`src/tsig_pkg.sv`:
```
package tsig_pkg;

   // Number of models with their own counter and last instant. It must stay a power
   // of two, because the model field is folded onto the table index by its low bits.
   localparam int MODEL_COUNT = 64;
   localparam int MODEL_W     = $clog2(MODEL_COUNT);

   localparam int MODEL_FIELD_W = 6;
   localparam int NOW_W         = 47;
   localparam int EPOCH_W       = 37;
   localparam int SEQ_W         = 18;
   localparam int INST_W        = 48;
   localparam int CHAR_W        = 8;
   localparam int DIGIT_W       = 6;
   localparam int PREFIX_W      = 40;
   localparam int TIME_CHARS    = 7;
   localparam int TIME_W        = TIME_CHARS * CHAR_W;
   localparam int ENTRY_W       = INST_W + SEQ_W;

   localparam int REQ_DATA_W = 56;
   localparam int RSP_DATA_W = 96;

   localparam logic [SEQ_W-1:0] RESET_SEQUENCE = SEQ_W'(1024);
   localparam logic [SEQ_W-1:0] RESET_MAX_SEQ  = SEQ_W'(262143);

   typedef enum logic [1:0] {
      CSR_EPOCH_SECONDS  = 2'd0,
      CSR_EPOCH_VALID    = 2'd1,
      CSR_START_SEQUENCE = 2'd2,
      CSR_MAX_SEQUENCE   = 2'd3
   } csr_index_type;

   typedef enum logic {
      CMD_GENERATE = 1'b0,
      CMD_RESET    = 1'b1
   } command_type;

   typedef enum logic [2:0] {
      STATUS_OK          = 3'd0,
      STATUS_EPOCH_UNSET = 3'd1,
      STATUS_EPOCH_BAD   = 3'd2,
      STATUS_OVERFLOW    = 3'd3,
      STATUS_NEED_RESET  = 3'd4,
      STATUS_RESET_DONE  = 3'd5
   } status_type;

   typedef enum logic [1:0] {
      ST_IDLE = 2'd0,
      ST_READ = 2'd1,
      ST_EXEC = 2'd2
   } state_type;

   // Maps a 6-bit digit onto the symbol set 0-9, A-Z, a-z, '.', '-'.
   function automatic logic [CHAR_W-1:0] sym(input logic [DIGIT_W-1:0] v);
      logic [CHAR_W-1:0] c;
      if (v < 6'd10) begin
         c = 8'h30 + {2'b00, v};
      end else if (v < 6'd36) begin
         c = 8'h41 + {2'b00, v} - 8'd10;
      end else if (v < 6'd62) begin
         c = 8'h61 + {2'b00, v} - 8'd36;
      end else if (v == 6'd62) begin
         c = 8'h2E;
      end else begin
         c = 8'h2D;
      end
      return c;
   endfunction

endpackage

```
`src/time_sequence_id_generator.sv`:
```
// Time and sequence identifier generator. Every model (0 to 63) owns an 18-bit
// sequence counter and the 48-bit signed instant of its last identifier; both live
// in one 64-entry synchronous memory, with a valid flag per entry that makes an
// untouched entry read as counter 1024 and instant 0 right after reset, so no
// clearing pass is needed. A generate transfer (req_tuser = 0) computes
// instant = now_ms - epoch_seconds * 1000 and, when the epoch is set and the counter
// is below max_sequence, returns a twelve-character identifier and advances the
// counter; an exhausted counter returns one of three errors from a signed compare
// of the stored instant with the new one. A reset transfer (req_tuser = 1) reloads
// the counter from start_sequence. Every request gives exactly one response.
// A request passes through the sequencer states in order: the accept cycle issues
// the memory read, the next cycle waits out the read latency while the instant is
// formed, and the execute step does the read-modify-write and loads the response
// register. A new request is accepted while an earlier response still waits in
// that register, but only after the last request has left the execute step.
// Configuration registers are written with csr_we, csr_index and csr_wdata; the
// user must write them only while no request is in flight; the block does not check.
module time_sequence_id_generator (
   input  logic                               clock,
   input  logic                               reset,
   input  logic                               req_tvalid,
   output logic                               req_tready,
   // Fields from bit 0: model (6), now_ms (47), three zero pad bits.
   input  logic [tsig_pkg::REQ_DATA_W-1:0]    req_tdata,
   // Fields from bit 0: command (1).
   input  logic                               req_tuser,
   output logic                               rsp_tvalid,
   input  logic                               rsp_tready,
   // Fields from bit 0: id_prefix_chars (40), id_time_chars (56).
   output logic [tsig_pkg::RSP_DATA_W-1:0]    rsp_tdata,
   // Fields from bit 0: status (3).
   output logic [2:0]                         rsp_tuser,
   input  logic                               csr_we,
   input  logic [1:0]                         csr_index,
   input  logic [tsig_pkg::EPOCH_W-1:0]       csr_wdata
);
   import tsig_pkg::*;

   // Configuration registers.
   logic [EPOCH_W-1:0] epoch_seconds_ff;
   logic               epoch_valid_ff;
   logic [SEQ_W-1:0]   start_sequence_ff;
   logic [SEQ_W-1:0]   max_sequence_ff;
   // Epoch in milliseconds, refreshed every cycle; it settles long before a request.
   logic [NOW_W-1:0]   epoch_ms_ff;

   // Sequencer state and the captured request.
   state_type          state_ff, state_in;
   logic               cmd_ff;
   logic [MODEL_W-1:0] model_ff;
   logic [NOW_W-1:0]   now_ff;
   logic [INST_W-1:0]  inst_ff;

   // Per-model memory: {last_instant, sequence_count}.
   logic [ENTRY_W-1:0]     ent_mem_ff [MODEL_COUNT];
   logic [MODEL_COUNT-1:0] vld_ff;
   logic [ENTRY_W-1:0]     rd_data_ff;
   logic                   rd_vld_ff;

   // Response register.
   logic               rsp_valid_ff, rsp_valid_in;
   status_type         rsp_status_ff;
   logic [PREFIX_W-1:0] rsp_prefix_ff;
   logic [TIME_W-1:0]  rsp_time_ff;

   // Handshake and control.
   logic               req_accept;
   logic               mem_re;
   logic               exec_fire;

   // Read-modify-write results.
   logic [SEQ_W-1:0]   cur_seq;
   logic [INST_W-1:0]  last_inst;
   logic               mem_we;
   logic [ENTRY_W-1:0] mem_wdata;
   status_type         status_calc;
   logic [PREFIX_W-1:0] prefix_calc;
   logic [TIME_W-1:0]  time_calc;

   assign req_accept = req_tvalid && req_tready;

   // Configuration writes.
   always_ff @(posedge clock) begin
      if (reset) begin
         epoch_seconds_ff  <= '0;
         epoch_valid_ff    <= 1'b0;
         start_sequence_ff <= RESET_SEQUENCE;
         max_sequence_ff   <= RESET_MAX_SEQ;
      end else if (csr_we) begin
         unique case (csr_index_type'(csr_index))
            CSR_EPOCH_SECONDS:  epoch_seconds_ff  <= csr_wdata;
            CSR_EPOCH_VALID:    epoch_valid_ff    <= csr_wdata[0];
            CSR_START_SEQUENCE: start_sequence_ff <= csr_wdata[SEQ_W-1:0];
            CSR_MAX_SEQUENCE:   max_sequence_ff   <= csr_wdata[SEQ_W-1:0];
            default: ;
         endcase
      end
   end

   // Times 1000 as 1024 - 16 - 8, with shifts and two subtractions. The product of a
   // 37-bit value and 1000 stays below 2^47.
   always_ff @(posedge clock) begin
      epoch_ms_ff <= (NOW_W'(epoch_seconds_ff) << 10) - (NOW_W'(epoch_seconds_ff) << 4)
                     - (NOW_W'(epoch_seconds_ff) << 3);
   end

   // Next-state logic of the sequencer.
   always_comb begin
      state_in = state_ff;
      unique case (state_ff)
         ST_IDLE: if (req_accept) state_in = ST_READ;
         ST_READ: state_in = ST_EXEC;
         ST_EXEC: if (exec_fire) state_in = ST_IDLE;
         default: state_in = ST_IDLE;
      endcase
   end

   // Output logic of the sequencer. The execute step waits only while the response
   // register still holds a result that the sink has not taken.
   always_comb begin
      req_tready = 1'b0;
      exec_fire  = 1'b0;
      unique case (state_ff)
         ST_IDLE: req_tready = 1'b1;
         ST_READ: ;
         ST_EXEC: exec_fire = !rsp_valid_ff || rsp_tready;
         default: ;
      endcase
   end

   assign mem_re = req_accept;

   always_ff @(posedge clock) begin
      if (reset) begin
         state_ff <= ST_IDLE;
      end else begin
         state_ff <= state_in;
      end
   end

   // Request capture and the instant, formed during the read-latency cycle. Both
   // operands stay below 2^47, so the 48-bit signed difference is exact.
   always_ff @(posedge clock) begin
      if (req_accept) begin
         cmd_ff   <= req_tuser;
         model_ff <= req_tdata[MODEL_W-1:0];
         now_ff   <= req_tdata[MODEL_FIELD_W +: NOW_W];
      end
      if (state_ff == ST_READ) begin
         inst_ff <= {1'b0, now_ff} - {1'b0, epoch_ms_ff};
      end
   end

   // Memory with registered read. Requests are handled one at a time and the write
   // of one lands before the read of the next, so no forwarding is needed.
   always_ff @(posedge clock) begin
      if (mem_we) begin
         ent_mem_ff[model_ff] <= mem_wdata;
      end
      if (mem_re) begin
         rd_data_ff <= ent_mem_ff[req_tdata[MODEL_W-1:0]];
      end
   end

   // Entry valid flags stand in for the reset contents of the memory.
   always_ff @(posedge clock) begin
      if (reset) begin
         vld_ff    <= '0;
         rd_vld_ff <= 1'b0;
      end else begin
         if (mem_we) begin
            vld_ff[model_ff] <= 1'b1;
         end
         if (mem_re) begin
            rd_vld_ff <= vld_ff[req_tdata[MODEL_W-1:0]];
         end
      end
   end

   assign cur_seq   = rd_vld_ff ? rd_data_ff[SEQ_W-1:0] : RESET_SEQUENCE;
   assign last_inst = rd_vld_ff ? rd_data_ff[SEQ_W +: INST_W] : '0;

   // Read-modify-write decision.
   always_comb begin
      status_calc = STATUS_OK;
      prefix_calc = '0;
      time_calc   = '0;
      mem_we      = 1'b0;
      mem_wdata   = {last_inst, cur_seq};
      if (cmd_ff == CMD_RESET) begin
         status_calc = STATUS_RESET_DONE;
         mem_we      = exec_fire;
         mem_wdata   = {last_inst, start_sequence_ff};
      end else if (!epoch_valid_ff) begin
         status_calc = STATUS_EPOCH_UNSET;
      end else if (cur_seq >= max_sequence_ff) begin
         // Exhausted counter: the error tells how the stored instant relates to now.
         if ($signed(last_inst) < $signed(inst_ff)) begin
            status_calc = STATUS_EPOCH_BAD;
         end else if (last_inst == inst_ff) begin
            status_calc = STATUS_OVERFLOW;
         end else begin
            status_calc = STATUS_NEED_RESET;
         end
      end else begin
         status_calc = STATUS_OK;
         prefix_calc = {sym('0), sym(DIGIT_W'(model_ff)), sym(cur_seq[17:12]),
                        sym(cur_seq[11:6]), sym(cur_seq[5:0])};
         for (int k = 0; k < TIME_CHARS; k++) begin
            time_calc[k*CHAR_W +: CHAR_W] = sym(inst_ff[k*DIGIT_W +: DIGIT_W]);
         end
         mem_we    = exec_fire;
         mem_wdata = {inst_ff, cur_seq + SEQ_W'(1)};
      end
   end

   // Response register; it parts the sink from the sequencer.
   always_comb begin
      rsp_valid_in = rsp_valid_ff;
      if (exec_fire) begin
         rsp_valid_in = 1'b1;
      end else if (rsp_tready) begin
         rsp_valid_in = 1'b0;
      end
   end

   always_ff @(posedge clock) begin
      if (reset) begin
         rsp_valid_ff <= 1'b0;
      end else begin
         rsp_valid_ff <= rsp_valid_in;
      end
   end

   always_ff @(posedge clock) begin
      if (exec_fire) begin
         rsp_status_ff <= status_calc;
         rsp_prefix_ff <= prefix_calc;
         rsp_time_ff   <= time_calc;
      end
   end

   assign rsp_tvalid = rsp_valid_ff;
   assign rsp_tuser  = rsp_status_ff;
   assign rsp_tdata  = {rsp_time_ff, rsp_prefix_ff};

`ifndef SYNTHESIS
   // An accepted request always moves the sequencer on to the read-latency step.
   assert property (@(posedge clock) disable iff (reset)
      req_accept |=> state_ff == ST_READ)
      else $error("accepted request did not start a memory read");

   // A finished execute step always leaves a response waiting for the sink.
   assert property (@(posedge clock) disable iff (reset)
      exec_fire |=> rsp_tvalid)
      else $error("execute step produced no response");

   // The execute step stalls only behind an untaken response.
   assert property (@(posedge clock) disable iff (reset)
      (state_ff == ST_EXEC && !exec_fire) |-> (rsp_valid_ff && !rsp_tready))
      else $error("execute step stalled without back-pressure");

   // Only a successful generate carries identifier characters.
   assert property (@(posedge clock) disable iff (reset)
      (rsp_tvalid && rsp_tuser != STATUS_OK) |-> rsp_tdata == '0)
      else $error("error or reset response carries identifier characters");
`endif

endmodule
```
`config.mk`:
```
export PLATFORM = sky130hd
export DESIGN_NAME = time_sequence_id_generator
export DESIGN_NICKNAME = d
export VERILOG_FILES = /design/src/tsig_pkg.sv /design/src/time_sequence_id_generator.sv
export SDC_FILE = /design/constraint.sdc
export NUM_CORES = 2
export LEC_CHECK = 0
export ABC_CLOCK_PERIOD_IN_PS = 13400
export BUFFER_PORTS_ARGS = -buffer_cell sky130_fd_sc_hd__clkbuf_2
export CAP_MARGIN = 10
export CORE_ASPECT_RATIO = 1.1
export CORE_MARGIN = 8
export CORE_UTILIZATION = 65
export CTS_BUF_LIST = sky130_fd_sc_hd__clkbuf_4 sky130_fd_sc_hd__clkbuf_8
export CTS_CLUSTER_DIAMETER = 60
export DETAILED_ROUTE_END_ITERATION = 8
export PLACE_DENSITY = 0.82
export SYNTH_ARGS = -nofsm -noshare
export SYNTH_HDL_FRONTEND = slang
export SYNTH_MEMORY_MAX_BITS = 65536
export SYNTH_SLANG_ARGS = --single-unit
```
`constraint.sdc`:
```
create_clock -name clock -period 13.4 [get_ports clock]
set_input_delay 1.34 -clock clock [delete_from_list [all_inputs] [get_ports clock]]
set_output_delay 1.34 -clock clock [all_outputs]
set_load 0.02 [all_outputs]
```
==> summary.md <==
| Metric | Value |
|---|---|
| Core Util, Final | `0.725` |
| GRT met1 Usage | `0.420` |
| Clock insertion delay at the later pin of the skew report | `1.24 ns` |
| Hold Path Depth | `1` |
| Share of cells above drive strength 1 | `0.304` |
| Boundary Pins | `202` |
| Routed Antenna Nets | `0` |
| Worst vdd ir | `between 100 and 150 µV` |
| Fin. Hold Viols | `0` |
| IO Port Bufs | `roughly 180` |
| Worst Reg-to-Reg Cells | `15` |
| H-tree Lvls | `6` |
| Die width | `526 µm` |
| Final setup vio count | `0` |
| Post-synth ARST share | `0` |
| Critical path arrival | `roughly 7.8 ns` |
| Antenna violations before repair | `26` |
| Net switching power | `7230 µW` |
| Pre-CTS setup slack | `about 6.7 ns` |
| Avg WL per Cell | `approximately 38 µm` |
| Worst hold start | `req_tdata[11]` |
| Yosys cell types | `77` |
| Comb power frac | `0.086` |
| Clock tree buffer depth | `4` |
| Slowest-stage cell, CP | `nor2_4` |
| DR DRC count | `0` |
| Cell-internal power | `22900 µW` |
| Area Overhead vs Synth | `11.2%` |
| CTS root buf | `clkbuf_8` |
| CTS buffer count | `between 600 and 700` |
| Static Leak | `about 0.067 µW` |
| Worst-margin pin slew | `around 1.2 ns` |
| M2 GR Usage | `0.551` |
| Vias in the first global route | `101000` |
| TNS Setup | `0 ns` |
| Via count | `between 90000 and 100k` |
| Gr usage total | `0.341` |
| Synthesis Warnings | `0` |
| Final Cell Area | `between 200000 and 250000 µm²` |
| Hold Crit Class | `input pin to flip-flop` |
| Worst-path clk slew | `~0.060 ns` |
| RSZ-0062 raised after global routing | `no` |
| Vias per cell | `7.14` |
| Outcome | `completed` |
| Die Y | `577 µm` |
| Slew HR | `0.168` |
| GPL Wtd Cong | `roughly 0.89` |
| Bufs and invs on worst path | `5` |
| Fin worst setup slack | `approximately 6.4 ns` |
| Share of the yosys chip area belonging to registers | `0.742` |
| Minimum clock period | `~7.0 ns` |
| CTS Sinks | `4659` |
| Setup Crit Path Kind | `flip-flop to flip-flop` |
| Cell Count, Final, Fillers Out | `13900` |
| Reg2reg start | `rd_vld_ff` |
| Post-Place Cells | `12600` |
| Area of the mapped netlist | `~190000 µm²` |
| DRT iter0 DRCs | `16500` |
| First-pass GRT wire length | `around 730000 µm` |
| Startpoint Class | `flip-flop` |
| CP Max Fanout | `40` |
| P per Cell Area | `~150 nW/µm²` |
| Clock Skew | `approximately 0.08 ns` |
| Largest net degree at the start of global routing | `~140` |
| Post_cts resized | `0` |
| Sequential share of power | `0.538` |
| Grt ovf | `0` |
| CTS tree | `yes` |
| Ys flop type | `edfxtp_1` |
| Placement Rows | `206` |
| Max-Cap Viols | `0` |
| Switching Share | `0.240` |
| CP most frequent cell | `buf_4` |
| GRT busiest layer | `met2` |
| Total setup buffers inserted after CTS | `0` |
| Clk pwr share | `0.375` |
| CP top delay family | `buffers and inverters` |
| First-pass DRT Iterations | `7` |
| Crit end category | `flip-flop` |
| Initial core utilization | `0.652` |
| Hold EP | `now_ff[5]` |
| Final Cycle Share | `0.520` |
| Final wirelength | `approximately 530000 µm` |
| FMAX | `144 MHz` |
| Core box area | `between 200000 and 300000 µm²` |
| DIE AREA | `around 300000 µm²` |
| Dpl hpwl | `299000 µm` |
| Syn_area_per_cell | `between 20 and 25 µm²` |
| CP required | `~14 ns` |
| Hold_buf cts | `0` |
| Critical path's largest stage delay | `about 0.88 ns` |
| Crit-path cells | `nand2_1 > inv_1 > ha_1 > a21o_1 > a21o_1 > a211oi_1 > o22a_1 > a211oi_4 > buf_4 > nor2_1 > buf_4 > nand3_1 > nor2_4 > buf_4 > buf_4` |
| Max Slew Vio Count | `0` |
| GR Layer Usage met3 | `0.0862` |
| Yosys reg bits | `between 4000 and 5000` |
| Post-synth EDFFs | `~4500` |
| Reg2reg setup slack | `6.44 ns` |
| Final nets | `9950` |
| Gate Count Post-Synth | `between 8000 and 9000` |
| Worst reg2reg path endpoint | `ent_mem_ff[54][19]` |
| Placed cell areas | `roughly 190000 µm²` |
==> synth_stat cells (all sizes together), types with 31 or more instances <==
| cell type | number | area (µm²) |
|---|---|---|
| nor2 | 316 | 1190 |
| a21oi | 244 | 1220 |
| edfxtp | 4473 | 134000 |
| ha | 230 | 2880 |
| a21o | 72 | 541 |
| xor2 | 31 | 272 |
| nand2 | 357 | 1340 |
| dfxtp | 186 | 3720 |
| inv | 210 | 788 |
| nand3 | 64 | 320 |
| mux4 | 1407 | 31700 |
| and2 | 58 | 363 |
| buf | 141 | 618 |
| clkbuf | 307 | 1150 |
| nor3 | 65 | 325 |
| nand4 | 42 | 263 |
| o21ai | 187 | 936 |
| xnor2 | 77 | 674 |
| a211oi | 35 | 268 |
==> placed cells by master, fill, tap and decap left out, drive strengths merged, types with 23 or more instances in the layout <==
master / instances
a211oi: 35
a21o: 72
a21oi: 244
a31oi: 23
and2: 58
buf: 268
clkbuf: 1114
clkinv: 242
dfxtp: 186
diode: 37
edfxtp: 4473
fa: 30
ha: 230
inv: 238
mux4: 1407
nand2: 357
nand3: 64
nand4: 42
nor2: 316
nor2b: 28
nor3: 65
o21a: 27
o21ai: 187
o22ai: 23
xnor2: 77
xor2: 31
==> cell families after synthesis <==
logic type,share of synthesized area
flip-flops,0.742
multiplexers,0.171
AND/OR/NAND/NOR,0.0245
AO/OA/AOI/OAI,0.0258
buffers and inverters,0.0138
adder cells (fa/ha/maj),0.0187
XOR/XNOR,0.00508
other,0.0000201
==> worst max-delay path by stage <==
stage	startpoint	end	slack (ns)	depth (start not counted)
2_1_floorplan	rd_vld_ff	ent_mem_ff[9][0]	3.73	13
3_3_place_gp	rd_vld_ff	ent_mem_ff[54][18]	6.73	17
3_5_place_dp	rd_vld_ff	ent_mem_ff[20][33]	6.69	16
4_1_cts	rd_vld_ff	ent_mem_ff[54][19]	6.65	17
5_1_grt	rd_vld_ff	ent_mem_ff[54][19]	6.40	17
6_report	rd_vld_ff	ent_mem_ff[54][19]	6.44	15
==> layout make-up <==
type,count,area (µm²)
sequential,4659,138000
fill,14900,78500
multi-input combinational,3583,46800
clock buffer,939,11500
tap,3744,4680
timing repair buffer,443,3290
clock inverter,294,1840
inverter,212,808
antenna,37,92.6
==> per-layer routing <==
metal  wire, µm  part of all wire
met3      69900              0.13
met1     163000              0.31
met5        173           0.00033
met2     252000              0.48
met4      39400             0.075
==> flip-flops by register name (all words and copies together), names as in the netlist, 2 cells and up <==
signal and cells:
epoch_seconds_ff 37, max_sequence_ff 18, rsp_tuser 3, epoch_ms_ff 44
rsp_time_ff 49, vld_ff 64, rd_data_ff 66, rsp_prefix_ff 29
start_sequence_ff 18, inst_ff 48, now_ff 47, state_ff 2
ent_mem_ff 4224, model_ff 6
==> power by group through the flow <==
stage | Combinational [µW] | Sequential (µW) | Clock [µW]
after floorplan | 1740 | 16400 | 0
after detailed placement | 2550 | 16500 | 0
after global placement | 2470 | 16500 | 0
final | 2600 | 16200 | 11300
after global routing | 2770 | 16200 | 12000
after CTS | 2570 | 16200 | 11300
==> per-stage QoR <==
stage	total power, µW	hold WS (ns)
6_report	30100	0.297
2_1_floorplan	18200	0.400
3_3_place_gp	19000	0.401
5_1_grt	30900	0.243
3_5_place_dp	19100	0.406
4_1_cts	30100	0.210
No activity file was read; power rests on OpenSTA's default activity.
